File: config.mk
export PLATFORM = sky130hd
export DESIGN_NAME = fpd_cmd_q
export DESIGN_NICKNAME = d
export VERILOG_FILES = /design/src/hw/rtl/fpd_pkg.sv /design/src/hw/rtl/fpd_cmd_q.sv
export SDC_FILE = /design/constraint.sdc
export NUM_CORES = 1
export LEC_CHECK = 0
export ABC_AREA = 1
export BUFFER_PORTS_ARGS = -buffer_cell sky130_fd_sc_hd__buf_4
export CAP_MARGIN = 15
export CORE_MARGIN = 2
export CORE_UTILIZATION = 30
export CTS_BUF_LIST = sky130_fd_sc_hd__clkbuf_4 sky130_fd_sc_hd__clkbuf_8
export CTS_CLUSTER_SIZE = 10
export DETAILED_ROUTE_END_ITERATION = 7
export GPL_TIMING_DRIVEN = 1
export PLACE_DENSITY = 0.47
export SLEW_MARGIN = 10
export SYNTH_ARGS = -nofsm -noshare
export SYNTH_HDL_FRONTEND = slang
export SYNTH_SLANG_ARGS = --single-unit
File: constraint.sdc
create_clock -name clk -period 9.45 [get_ports clk]
set_input_delay 1.4175 -clock clk [delete_from_list [all_inputs] [get_ports clk]]
set_output_delay 1.4175 -clock clk [all_outputs]
set_load 0.01 [all_outputs]
File: src/hw/rtl/fpd_pkg.sv
`default_nettype none

package fpd_pkg;

  // Field widths
  localparam int FLOW_W = 12;
  localparam int LEN_W  = 32;
  localparam int CNT_W  = 17;
  localparam int CRC_W  = 32;
  localparam int FP_W   = 64;
  localparam int RUN_W  = 32;
  localparam int STAT_W = 64;

  // Flow table size
  localparam int FLOWS  = 4096;
  localparam int ADDR_W = $clog2(FLOWS);

  // Hash constants
  localparam logic [CRC_W-1:0] CRC_POLY = 32'h82F6_3B78;
  localparam logic [LEN_W-1:0] LEN_MULT = 32'h9E37_79B9;

  // Configuration port
  localparam int CFG_IDX_W  = 2;
  localparam int CFG_DATA_W = 17;
  localparam logic [CFG_IDX_W-1:0] CFG_ENABLED    = 2'd0;
  localparam logic [CFG_IDX_W-1:0] CFG_HASH_LIMIT = 2'd1;
  localparam logic [CNT_W-1:0]     HASH_LIMIT_RST = 17'd4096;

  // Command queue between front and back
  localparam int CMDQ_PTR_W = 2;
  localparam int CMDQ_DEPTH = 1 << CMDQ_PTR_W;

  typedef struct packed {
    logic [FLOW_W-1:0] flow_index;
    logic [7:0]        data_byte;
    logic              byte_valid;
    logic              first_of_send;
    logic              last_of_send;
    logic [LEN_W-1:0]  send_length;
  } in_t;

  typedef struct packed {
    logic [FLOW_W-1:0] result_flow;
    logic              is_duplicate;
    logic [FP_W-1:0]   fingerprint;
    logic [RUN_W-1:0]  duplicate_run;
    logic [STAT_W-1:0] sends_seen;
    logic [STAT_W-1:0] redundant_count;
    logic [STAT_W-1:0] redundant_volume;
  } out_t;

  // Finished send handed from front to back
  typedef struct packed {
    logic [FLOW_W-1:0] flow;
    logic [FP_W-1:0]   fp;
    logic [LEN_W-1:0]  len;
  } cmd_t;

  // One flow table entry
  typedef struct packed {
    logic [FP_W-1:0]   prior_fp;
    logic [RUN_W-1:0]  run;
    logic [STAT_W-1:0] sends;
    logic [STAT_W-1:0] dup_sends;
    logic [STAT_W-1:0] dup_bytes;
  } rec_t;

  // Reflected CRC32C over one byte, bit at a time
  function automatic logic [CRC_W-1:0] crc32c_byte(input logic [CRC_W-1:0] crc_in,
                                                   input logic [7:0]       b);
    logic [CRC_W-1:0] c;
    c = crc_in ^ {24'd0, b};
    for (int k = 0; k < 8; k++) begin
      c = c[0] ? ((c >> 1) ^ CRC_POLY) : (c >> 1);
    end
    return c;
  endfunction

endpackage

`default_nettype wire

File: src/hw/rtl/fpd_cmd_q.sv
`default_nettype none

module fpd_cmd_q (
  input  wire logic          clk,
  input  wire logic          rst_n,
  input  wire logic          push,
  input  wire fpd_pkg::cmd_t push_data,
  output logic               full,
  input  wire logic          pop,
  output fpd_pkg::cmd_t      head,
  output logic               empty
);

  fpd_pkg::cmd_t                  slot_r [fpd_pkg::CMDQ_DEPTH];
  logic [fpd_pkg::CMDQ_PTR_W-1:0] wr_ptr_r;
  logic [fpd_pkg::CMDQ_PTR_W-1:0] rd_ptr_r;
  logic [fpd_pkg::CMDQ_PTR_W:0]   count_r;
  logic                           do_push;
  logic                           do_pop;

  assign full    = count_r == (fpd_pkg::CMDQ_PTR_W+1)'(fpd_pkg::CMDQ_DEPTH);
  assign empty   = count_r == '0;
  assign do_push = push && !full;
  assign do_pop  = pop && !empty;
  assign head    = slot_r[rd_ptr_r];

  // Pointers and fill count
  always_ff @(posedge clk) begin
    if (!rst_n) begin
      wr_ptr_r <= '0;
      rd_ptr_r <= '0;
      count_r  <= '0;
    end else begin
      if (do_push) wr_ptr_r <= wr_ptr_r + 1'b1;
      if (do_pop)  rd_ptr_r <= rd_ptr_r + 1'b1;
      case ({do_push, do_pop})
        2'b10:   count_r <= count_r + 1'b1;
        2'b01:   count_r <= count_r - 1'b1;
        default: ;
      endcase
    end
  end

  // Storage
  always_ff @(posedge clk) begin
    if (do_push) slot_r[wr_ptr_r] <= push_data;
  end

endmodule

`default_nettype wire

======== Yosys cells after proc, flatten, opt, wreduce, memory -nomap -nowiden ========
Memories as Yosys holds them, arrays and structs flattened. A register that Yosys moved wholly into a read port is not among the register bits.
Cells that the tools add are included.
operators by class
  $add $sub $neg .......................... 4
  equality and inequality tests ........... 3
  mux-type cells .......................... 5
  reduce and logical (&&, ||, !) cells .... 6
operators with widths
  operator                                           number
  one-hot mux 3 bit (2 select lines)                 1
  adder 2 x 1 -> 2 bit (second input constant)       2
  2-to-1 mux 2 bit                                   2
  adder 3 x 1 -> 3 bit (second input constant)       1
  == test 3 bit (second input constant)              1
  logical NOT 3 bit                                  1
  subtractor 3 x 1 -> 3 bit (second input constant)  1
  == test 2 x 1 -> 1 bit (second input constant)     1
  == test 2 bit (second input constant)              1
  logical AND 1 bit                                  2
  logical NOT 1 bit                                  2
  2-to-1 mux 1 bit                                   2
  nonzero test 2 bit                                 1
word-level totals
  register bits ........................... 7
  RAM bits ................................ 432
  bits of input ports ..................... 112
  output and inout port bits .............. 110
  memories kept ........................... 1
memories
  name    depth  width  rd ports  clocked after Yosys merged registers in  write ports  line             source
  slot_r  4      108    1         1                                        1            fpd_cmd_q.sv:14  fpd_pkg::cmd_t slot_r [fpd_pkg::CMDQ_DEPTH];

======== Depth between registers and ports, before layout ========
  word-level depth ........................ 5
  depth in mapped cells ................... 13
  mapped depth without buffers ............ 13

======== Worst setup path after synthesis ========
OpenSTA, ideal clock, no wires.
  kind .................................... input-to-reg
  from .................................... input push
  to ...................................... memory slot_r[0][0] (netlist name), enable pin
  setup time .............................. 576 ps
  data arrival time ....................... 6059 ps
  data required time ...................... 8874 ps
  setup slack ............................. 2815 ps
  stages .................................. 2
  path through ............................ nand2_1 -> nor2_1
between the ends
  longest elaborated chain between the ends .. 3
ends and longest elaborated chain
  what                                    line             source
  start, declared                         fpd_cmd_q.sv:6   input wire logic push,
  logical AND 1 bit                       fpd_cmd_q.sv:23  assign do_push = push && !full;
  2-to-1 mux 1 bit                        fpd_cmd_q.sv:46  if (do_push) slot_r[wr_ptr_r] <= push_data;
  2-to-1 mux 1 bit (not written as such)  fpd_cmd_q.sv:46
  end, declared                           fpd_cmd_q.sv:14
No other way between the ends.

==> impl_metrics.ini <==
[outcome]
status = finished clean

[clock_network]
cts_setup_buffers = 0
clkSlewWorstSetupHoldPaths_ns = 0.06
clock_sinks = 441
cts_buffers = 77
cts_hold_buf = 0
clockBufferDepth = 3
htree_levels = 3
root_buffer = clkbuf_8
ctsResizeCount = 0
cts_tree = built
clk_latency_ns = 0.63

[floorplanning]
rows = 85
core_um2 = 54000
dieWidth_um = 238
start_util = 0.305
die_y_um = 238
ios = 222
die-area_um2 = 56800

[placement]
hpwlAfterDp_mm = 20.7
dp_slack_ns = 5.09
place_congestion = 0.706
numPortBuffers = 221

[logic_synthesis]
yosysTopAreaCell = edfxtp_1
avgSynthCellArea_um2 = 14.8
synth_area_leaders = edfxtp_1 79%, o21ai_0 5.5%, nor2_1 5.1%, o22ai_1 4.1%, o21ai_1 1.1%
syn-num-nets = 1232
synth-seq-cells = 441
synth_mux_area_frac = 0
yosys.area.top_type_share = 0.787
synth_top_family_by_area = compound AO/OA/AOI/OAI gates
synthSimpleGateAreaFrac = 0.0564
synth.yosys.seq_area_share = 0.798
synth_fa_ha_area_frac = 0.00501
synth_compound_area_frac = 0.109
synth_xor_area_frac = 0
syn_area_um2 = 16500
yosysWarnings = 0
synthCells = 1114
ys_types = 21

[hold_path]
worst_hold_path_type = reg -> reg

[global_route]
grt_pass1_vias = 9793
grt_max_degree = 124
grt_usage = 0.139
antenna_found_initial = 1
grt_pass1_wl_mm = 59.4
grt_overflow = 0

[drt]
drtIter0Drc = 454
dr_wl_met3_mm = 2.61
viasPerCell = 4.66
drc = 0
vias = 9821
wl_met2_mm = 17.9
ant_nets = 0
drt-met1-wl_mm = 18.3
routed_wl_mm = 39.6
wl_per_cell_um = 18.8
top_layer_used = met5
first_pass_iters = 4

[worst_setup_path]
crit_type = reg -> out
endpoint_kind = primary output
crit_required_ns = 8.03
start_kind = register
critical_path_arrival_ns = 3.40
cp_max_fo = 58
regToRegSetupSlack_ns = 6.14

[sta]
finalSetupViolCount = 0
fmax_mhz = 207
rsz0062_at_grt = no
period_minus_slack_ns = 4.82
whs_ns = 0.498
finalSetupTns_ns = 0
fin_skew_ns = 0.0227
max-slew-margin-rel = 0.294
final-hold-violation-count = 0
slew_viol_final = 0
min_period_over_period = 0.510
worst_pin_slew_ns = 1.06
setup_ws_ns = 4.63

[power]
cellPowerDensity_nw_per_um2 = 263
peakVddDrop_uv = 129
total_leakage_power_nw = 7.01

[layout]
drive_above_1_share = 0.257
n_antenna_cell = 0
syn_to_final_growth_pct = 22.4
fin_nets = 1476

[job]
cap_violations = 0
==> state kept, by name, summed over array words and instances, names as in the netlist, named ones only <==
name,cells
rd_ptr_r,2
wr_ptr_r,2
slot_r,432
count_r,3
==> cell usage in the layout, fill, tap and decap left out <==
master and instances:
a21oi_1 5, buf_4 235, clkbuf_4 33, clkbuf_8 82, clkinv_1 13, clkinv_2 6
dfxtp_1 7, dfxtp_4 2, edfxtp_1 432, fa_1 1, ha_1 5, inv_1 18
inv_8 1, nand2_1 15, nand3_1 5, nor2_1 222, nor2_4 4, o21ai_0 181
o21ai_1 37, o22ai_1 108
==> power by group <==
group          switching, mW  total [mW]  internal, mW
combinational          0.770        1.25         0.480
sequential            0.0723        2.40          2.33
clock                  0.742        1.66         0.922
total                   1.58        5.31          3.73
==> cells by family (layout without fill, tap and decap cells) <==
group,after synthesis,after routing
simple gates,246,246
flops,441,441
fa+ha+maj,6,6
compound gates,331,331
buf+inv,90,388
==> critical path, stage by stage (launching register included) <==
cell	delay (ns)
dfxtp_4	0.56
clkinv_2	0.31
buf_4	0.55
buf_4	0.59
o21ai_0	0.17
o22ai_1	0.28
buf_4	0.19
==> final cells by class <==
cell class | instances | area, um2
flip-flops and latches | 441 | 13200
multi-input cells | 583 | 2830
fillers | 5216 | 33900
clock buffers | 115 | 1380
well taps | 696 | 871
clock inverters | 18 | 73.8
inverters | 20 | 83.8
repair buffers | 235 | 1760
==> synth_stat cells, drive strengths merged <==
library cell / instances
edfxtp: 432
nor2: 226
o21ai: 218
o22ai: 108
clkbuf: 42
buf: 28
inv: 19
nand2: 15
dfxtp: 9
a21oi: 5
ha: 5
nand3: 5
clkinv: 1
fa: 1
==> per-layer routing <==
metal,track usage,vias to the layer above
met2,0.211,228
met4,0.0519,2
met3,0.0448,70
met1,0.187,4834
met5,0,-
li1,-,4687
==> through the flow <==
stage	util	power, mW	area, um2	cells
4_1_cts	0.373	5.42	20200	2108
6_report	0.373	5.31	20200	2108
2_1_floorplan	-	3.14	16500	1114
3_3_place_gp	0.346	3.71	18700	1975
5_1_grt	0.373	5.61	20200	2108
3_5_place_dp	0.346	3.73	18700	1975
==> final timing paths <==
kind	from	end	cells past startpoint
worst max-delay path	register	head[35]	6
worst min register to register	rd_ptr_r[1]	register	2
worst max register to register	count_r[1]	slot_r[3][71]	6
worst min-delay path	rd_ptr_r[1]	register	2
No activity file was read; power rests on OpenSTA's default activity.
