### src/hw/rtl/fpd_pkg.sv
`default_nettype none

package fpd_pkg;

  // Field widths
  localparam int FLOW_W = 12;
  localparam int LEN_W  = 32;
  localparam int CNT_W  = 17;
  localparam int CRC_W  = 32;
  localparam int FP_W   = 64;
  localparam int RUN_W  = 32;
  localparam int STAT_W = 64;

  // Flow table size
  localparam int FLOWS  = 4096;
  localparam int ADDR_W = $clog2(FLOWS);

  // Hash constants
  localparam logic [CRC_W-1:0] CRC_POLY = 32'h82F6_3B78;
  localparam logic [LEN_W-1:0] LEN_MULT = 32'h9E37_79B9;

  // Configuration port
  localparam int CFG_IDX_W  = 2;
  localparam int CFG_DATA_W = 17;
  localparam logic [CFG_IDX_W-1:0] CFG_ENABLED    = 2'd0;
  localparam logic [CFG_IDX_W-1:0] CFG_HASH_LIMIT = 2'd1;
  localparam logic [CNT_W-1:0]     HASH_LIMIT_RST = 17'd4096;

  // Command queue between front and back
  localparam int CMDQ_PTR_W = 2;
  localparam int CMDQ_DEPTH = 1 << CMDQ_PTR_W;

  typedef struct packed {
    logic [FLOW_W-1:0] flow_index;
    logic [7:0]        data_byte;
    logic              byte_valid;
    logic              first_of_send;
    logic              last_of_send;
    logic [LEN_W-1:0]  send_length;
  } in_t;

  typedef struct packed {
    logic [FLOW_W-1:0] result_flow;
    logic              is_duplicate;
    logic [FP_W-1:0]   fingerprint;
    logic [RUN_W-1:0]  duplicate_run;
    logic [STAT_W-1:0] sends_seen;
    logic [STAT_W-1:0] redundant_count;
    logic [STAT_W-1:0] redundant_volume;
  } out_t;

  // Finished send handed from front to back
  typedef struct packed {
    logic [FLOW_W-1:0] flow;
    logic [FP_W-1:0]   fp;
    logic [LEN_W-1:0]  len;
  } cmd_t;

  // One flow table entry
  typedef struct packed {
    logic [FP_W-1:0]   prior_fp;
    logic [RUN_W-1:0]  run;
    logic [STAT_W-1:0] sends;
    logic [STAT_W-1:0] dup_sends;
    logic [STAT_W-1:0] dup_bytes;
  } rec_t;

  // Reflected CRC32C over one byte, bit at a time
  function automatic logic [CRC_W-1:0] crc32c_byte(input logic [CRC_W-1:0] crc_in,
                                                   input logic [7:0]       b);
    logic [CRC_W-1:0] c;
    c = crc_in ^ {24'd0, b};
    for (int k = 0; k < 8; k++) begin
      c = c[0] ? ((c >> 1) ^ CRC_POLY) : (c >> 1);
    end
    return c;
  endfunction

endpackage

`default_nettype wire

### src/hw/rtl/fpd_front.sv
`default_nettype none

module fpd_front (
  input  wire logic                         clk,
  input  wire logic                         rst_n,
  input  wire logic                         cfg_we,
  input  wire logic [fpd_pkg::CFG_IDX_W-1:0]  cfg_index,
  input  wire logic [fpd_pkg::CFG_DATA_W-1:0] cfg_data,
  input  wire logic                         acc,
  input  wire fpd_pkg::in_t                 in_item,
  output logic                              cmd_push,
  output fpd_pkg::cmd_t                     cmd_data
);

  logic                        enabled_r;
  logic [fpd_pkg::CNT_W-1:0]   hash_limit_r;
  logic [fpd_pkg::CRC_W-1:0]   crc_r;
  logic [fpd_pkg::CNT_W-1:0]   cnt_r;

  logic                        in_range;
  logic                        live;
  logic                        do_hash;
  logic [fpd_pkg::CRC_W-1:0]   crc_base;
  logic [fpd_pkg::CNT_W-1:0]   cnt_base;
  logic [fpd_pkg::CRC_W-1:0]   crc_nxt;
  logic [fpd_pkg::CNT_W-1:0]   cnt_nxt;
  logic [fpd_pkg::LEN_W-1:0]   len_prod;

  // Configuration registers
  always_ff @(posedge clk) begin
    if (!rst_n) begin
      enabled_r    <= 1'b1;
      hash_limit_r <= fpd_pkg::HASH_LIMIT_RST;
    end else if (cfg_we) begin
      case (cfg_index)
        fpd_pkg::CFG_ENABLED:    enabled_r    <= cfg_data[0];
        fpd_pkg::CFG_HASH_LIMIT: hash_limit_r <= cfg_data[fpd_pkg::CNT_W-1:0];
        default: ;
      endcase
    end
  end

  // Classify the request
  assign in_range = 32'(in_item.flow_index) < 32'(fpd_pkg::FLOWS);
  assign live     = acc && enabled_r && in_range;

  // Running CRC, restarted by the first item and cleared after the last
  always_comb begin
    crc_base = in_item.first_of_send ? '0 : crc_r;
    cnt_base = in_item.first_of_send ? '0 : cnt_r;
    do_hash  = in_item.byte_valid && (cnt_base < hash_limit_r) &&
               (32'(cnt_base) < in_item.send_length);
    crc_nxt  = do_hash ? fpd_pkg::crc32c_byte(crc_base, in_item.data_byte) : crc_base;
    cnt_nxt  = do_hash ? cnt_base + fpd_pkg::CNT_W'(1) : cnt_base;
  end

  always_ff @(posedge clk) begin
    if (!rst_n) begin
      crc_r <= '0;
      cnt_r <= '0;
    end else if (live) begin
      crc_r <= in_item.last_of_send ? '0 : crc_nxt;
      cnt_r <= in_item.last_of_send ? '0 : cnt_nxt;
    end
  end

  // Fingerprint of a finished, nonempty send (length hash keeps the low word)
  assign len_prod      = in_item.send_length * fpd_pkg::LEN_MULT;
  assign cmd_push      = live && in_item.last_of_send && (in_item.send_length != '0);
  assign cmd_data.flow = in_item.flow_index;
  assign cmd_data.fp   = {crc_nxt, len_prod};
  assign cmd_data.len  = in_item.send_length;

endmodule

`default_nettype wire

### config.mk
export PLATFORM = sky130hd
export DESIGN_NAME = fpd_front
export DESIGN_NICKNAME = d
export VERILOG_FILES = /design/src/hw/rtl/fpd_pkg.sv /design/src/hw/rtl/fpd_front.sv
export SDC_FILE = /design/constraint.sdc
export NUM_CORES = 1
export LEC_CHECK = 0
export BUFFER_PORTS_ARGS = -buffer_cell sky130_fd_sc_hd__buf_2
export CORE_MARGIN = 2
export CORE_UTILIZATION = 46
export DETAILED_ROUTE_END_ITERATION = 12
export GPL_TIMING_DRIVEN = 0
export PLACE_DENSITY = 0.68
export SYNTH_ARGS = -nofsm -noshare
export SYNTH_HDL_FRONTEND = slang
export SYNTH_SLANG_ARGS = --single-unit
### constraint.sdc
create_clock -name clk -period 6.2 [get_ports clk]
set_input_delay 0.31 -clock clk [delete_from_list [all_inputs] [get_ports clk]]
set_output_delay 0.31 -clock clk [all_outputs]
set_load 0.005 [all_outputs]
After elaboration in Yosys (flattened, before gate mapping). Cells that the tools add are included. W data, S select, Z words.

Add/subtract/negate cells: 1. $mul: 1. Magnitude comparators: 2. Eq/ne operators: 1. Multiplexer cells: 14. Bitwise operators: 9. Reductions and logical operators: 9.

Operators by type and width (number): $mux W32 (11); $not A16 Y17 (8); $mux W17 (3); $lt A17 B32 Y1 (1); $mul A32 B32 Y32 const B (1); $reduce_bool A32 Y1 (1); $xor A32 B8 Y32 (1); $add A17 B1 Y17 const B (1); $lt A17 B17 Y1 (1); $logic_and A1 B1 Y1 (5); $reduce_and A2 Y1 (2); $eq A2 B1 Y1 const B (1); $logic_not A2 Y1 (1).

Register bits after elaboration: 67. Output and inout bits: 109. Logic and storage cells: 41.

Depth between registers and ports, before layout.
Word-level depth: 20. Mapped depth: 25.

Worst setup path after synthesis. OpenSTA, ideal clock, no wires.

Path kind: input-to-output. Start point: input port in_item[6] in the netlist's numbering. End point: output port cmd_data[63] in the netlist's numbering. Data arrival time: 6.309 ns. Data required time: 5.890 ns. Path slack: -0.419 ns. Stages: 22. Buffers on the path: 0. Cell sequence: inv_1 > fa_1 > inv_1 > fa_1 > fa_1 > inv_1 > fa_1 > inv_1 > fa_1 > inv_1 > fa_1 > inv_1 > fa_1 > fa_1 > ha_1 > nand3_1 > or2_2 > a2111o_1 > and3_1 > o31ai_1 > a31oi_1 > xnor2_1.

RTL lines: start, declared (line fpd_front.sv:10) `input wire fpd_pkg::in_t in_item,`; end, declared (line fpd_front.sv:12) `output fpd_pkg::cmd_t cmd_data`.

==> impl_metrics.py <==
metrics = {
    "outcome": {
        "status": "finished, violations left",
        "violations": "negative setup slack",
    },
    "cells_and_area": {
        "nFillCells": 3043,
        "fin_nets": 2499,
        "syn2layout_area_growth_pct": 17.78,
        "stdcell_area_sq_mm": 0.01849,
        "diodes": 0,
        "seqCellArea_sq_mm": 0.001341,
        "final_cell_mix": "377 x inv_1, 228 x ha_1, 221 x fa_1, 157 x buf_2, 104 x nand2_1",
        "drive_gt1_frac": 0.2012,
        "multiInputGateArea_sq_mm": 0.01278,
        "final_common_cell": "inv_1",
        "fin_cells": 2396,
    },
    "critical_path": {
        "cp_slowest_cell": "fa_1",
        "rrSetupSlack_ps": 2180,
        "reg2regPathDepth": 11,
        "worstPathArrival_ps": 6480,
        "worst_ep_required_time_ps": 5890,
        "path_max_fanout": 3,
        "slowest_delay_ps": 570,
        "critPathLaunchType": "input pin",
        "path_depth": 24,
        "cp-end-kind": "primary output",
        "crit_buf_inv": 8,
        "crit_top_cell": "fa_1",
        "critPathKind": "in -> out",
        "crit_path_cell_trace": "buf_12 > clkinvlp_4 > fa_1 > inv_2 > fa_2 > fa_1 > inv_1 > fa_1 > inv_1 > fa_1 > inv_2 > fa_1 > inv_1 > fa_1 > fa_1 > ha_4 > nand3_2 > or2_4 > a2111o_1 > and3_4 > o31ai_4 > a31oi_1 > xnor2_1 > buf_2",
        "cp_top_family": "adder cells",
    },
    "clock_network": {
        "cts_tree": "done",
        "numClockSinks": 67,
        "clockBufferDepth": 2,
        "clk_pin_slew_ps": 60,
        "cts_buffers": 9,
        "htreeDepth": 3,
        "clock-root-buffer": "clkbuf_16",
        "clock_latency_ps": 340,
    },
    "timing": {
        "clock_skew_ps": 7.108,
        "finalHoldViolations": 0,
        "drv_slew": 0,
        "fin_crit_ps": 6790,
        "tns_ps": -3890,
        "setup_violations": 12,
        "fmax_ghz": 0.1473,
        "finalCritPeriodShare": 1.095,
        "rsz0062_at_grt": "true",
        "postLayoutSetupSlackWorst_ps": -590.1,
        "max_slew_margin": 0.4321,
        "tightestPinTransition_ps": 851.8,
    },
    "floorplan": {
        "row_count": 67,
        "start_util": 0.4681,
        "dieWidth_um": 188.7,
        "fp.dieH_um": 188.7,
        "io_pins": 187,
        "dieArea_sq_mm": 0.03561,
        "design.core.area_sq_mm": 0.03353,
    },
    "placed_design": {
        "preCtsSetupSlack_ps": -1208,
        "place_inst": 2331,
        "place_congestion": 0.9564,
        "dp_hpwl_mm": 37.75,
        "placed_area_sq_mm": 0.01715,
        "numPortBuffers": 168,
    },
    "route": {
        "finalWirelength_mm": 46.53,
        "dr.pass1.iters": 7,
        "drtAntennaViolNets": 0,
        "drc": 0,
        "vias": 12710,
        "drt-vias-per-instance": 5.305,
        "routedWlPerCell_um": 19.42,
        "drt-initial-drc-count": 824,
    },
    "synth": {
        "ys_async_sr_fraction": 0,
        "synth_seq_cells": 67,
        "syn_inst": 1715,
        "synth_fp_nets": 2271,
        "syn_area_per_cell_sq_um": 9.152,
        "yosysSeqAreaShare": 0.08546,
        "synth_cell_type_count": 70,
        "synthFlopType": "dfxtp_1",
        "yosys_warnings": 0,
        "synth_edf_count": 0,
        "netlist_area_sq_mm": 0.01570,
    },
    "global_routing": {
        "grt_overflow_total": 0,
        "grt_pass1_wl_mm": 72.37,
        "grt_max_degree": 16,
        "grt_usage": 0.2628,
        "grt_antenna_before_repair": 0,
        "first_global_vias": 12750,
    },
    "hold_path": {
        "hp-class": "in -> reg",
        "hold_depth": 3,
    },
    "run": {
        "drv_cap": 0,
    },
}
-- layer usage --
metal / GRT usage / vias up / share of wire
li1: - / 5899 / -
met1: 0.3863 / 6276 / 0.45
met2: 0.4207 / 481 / 0.46
met3: 0.02924 / 54 / 0.070
met4: 0.04958 / 0 / 0.017
met5: 0 / - / 0
-- registers in the layout, summed over array words and instances, names as in the netlist --
name and cells:
cnt_r 17, crc_r 32, enabled_r 1, hash_limit_r 17
-- worst reg2reg max path, stage by stage, from the launching register on --
cell      delay [ps]
dfxtp_1          340
nor2b_1          420
ha_1             340
a21o_1           160
a21o_1           170
a221o_1          360
o31ai_1          290
clkbuf_1         580
clkbuf_1         550
nand4_1          180
o211ai_1         370
a22o_1           210
-- layout make-up --
type,count,area share
multi-input cells,1153,0.6914
inverters,396,0.08305
repair buffers,218,0.07534
flip-flops and latches,67,0.07256
plain buffers,98,0.03059
well taps,448,0.03032
clock buffers,9,0.01218
clock inverters,7,0.004535
-- through the flow --
step | utilization | hold slack [ps]
floorplan | - | 417.3
global placement | 0.5113 | 428.2
detailed placement | 0.5113 | 434.9
CTS | 0.5376 | 184.0
global route | 0.5513 | 195.6
finish | 0.5513 | 188.6
-- cell usage after synthesis, drive strengths merged, types with 4 or more instances --
| library cell | number | area share |
|---|---|---|
| dfxtp | 67 | 0.085 |
| nor2b | 24 | 0.0096 |
| o41ai | 4 | 0.0022 |
| o21bai | 5 | 0.0024 |
| o211ai | 14 | 0.0067 |
| nor2 | 48 | 0.011 |
| xnor2 | 105 | 0.062 |
| o31ai | 9 | 0.0043 |
| a21o | 14 | 0.0067 |
| mux2i | 8 | 0.0051 |
| o21a | 11 | 0.0053 |
| a211o | 6 | 0.0033 |
| ha | 249 | 0.20 |
| nand2 | 104 | 0.025 |
| nand4 | 9 | 0.0036 |
| a211oi | 7 | 0.0033 |
| buf | 60 | 0.027 |
| nand3 | 20 | 0.0064 |
| nand3b | 4 | 0.0019 |
| inv | 395 | 0.094 |
| a21boi | 23 | 0.011 |
| nor4 | 13 | 0.0056 |
| clkbuf | 39 | 0.0093 |
| nor3 | 15 | 0.0048 |
| o21ai | 33 | 0.011 |
| a31oi | 8 | 0.0032 |
| and2 | 4 | 0.0016 |
| or3 | 6 | 0.0024 |
| a21oi | 33 | 0.011 |
| or2 | 6 | 0.0024 |
| a311o | 4 | 0.0026 |
| and4 | 4 | 0.0022 |
| fa | 229 | 0.29 |
| xor2 | 41 | 0.024 |
| a31o | 10 | 0.0056 |
| a22o | 19 | 0.011 |
| or4 | 7 | 0.0033 |
| and3 | 8 | 0.0032 |
| nand2b | 8 | 0.0032 |
-- path summary, 6_finish.rpt --
| check | start | end |
|---|---|---|
| min | cfg_data[12] | hash_limit_r[12]$_SDFFE_PN1P_ |
| max | in_item[4] | cmd_data[63] |
| max reg2reg | cnt_r[9]$_SDFFE_PN0P_ | crc_r[1]$_SDFFE_PN0P_ |
| min reg2reg | cnt_r[2]$_SDFFE_PN0P_ | cnt_r[2]$_SDFFE_PN0P_ |
-- repair_timing --
item | in CTS | in global routing
pin swaps | 39 | 30
setup endpoints to repair | 25 | 28
hold buffers | 0 | 0
gates resized for setup | 80 | 52
buffers inserted | 29 | 22
-- logic make-up (layout without fill, tap and decap cells) --
kind of cell / Yosys count / in the layout / synth area share
AO/OA/AOI/OAI: 227 / 227 / 0.1046
multiplexers: 9 / 9 / 0.005820
XOR/XNOR: 150 / 150 / 0.09136
buffers and inverters: 495 / 728 / 0.1309
AND/OR/NAND/NOR: 289 / 289 / 0.09128
flip-flops: 67 / 67 / 0.08546
adder cells (fa/ha/maj): 478 / 478 / 0.4906
Power is not shown: default switching activity piles up to over one toggle a cycle in this logic, so the estimate is an artifact.
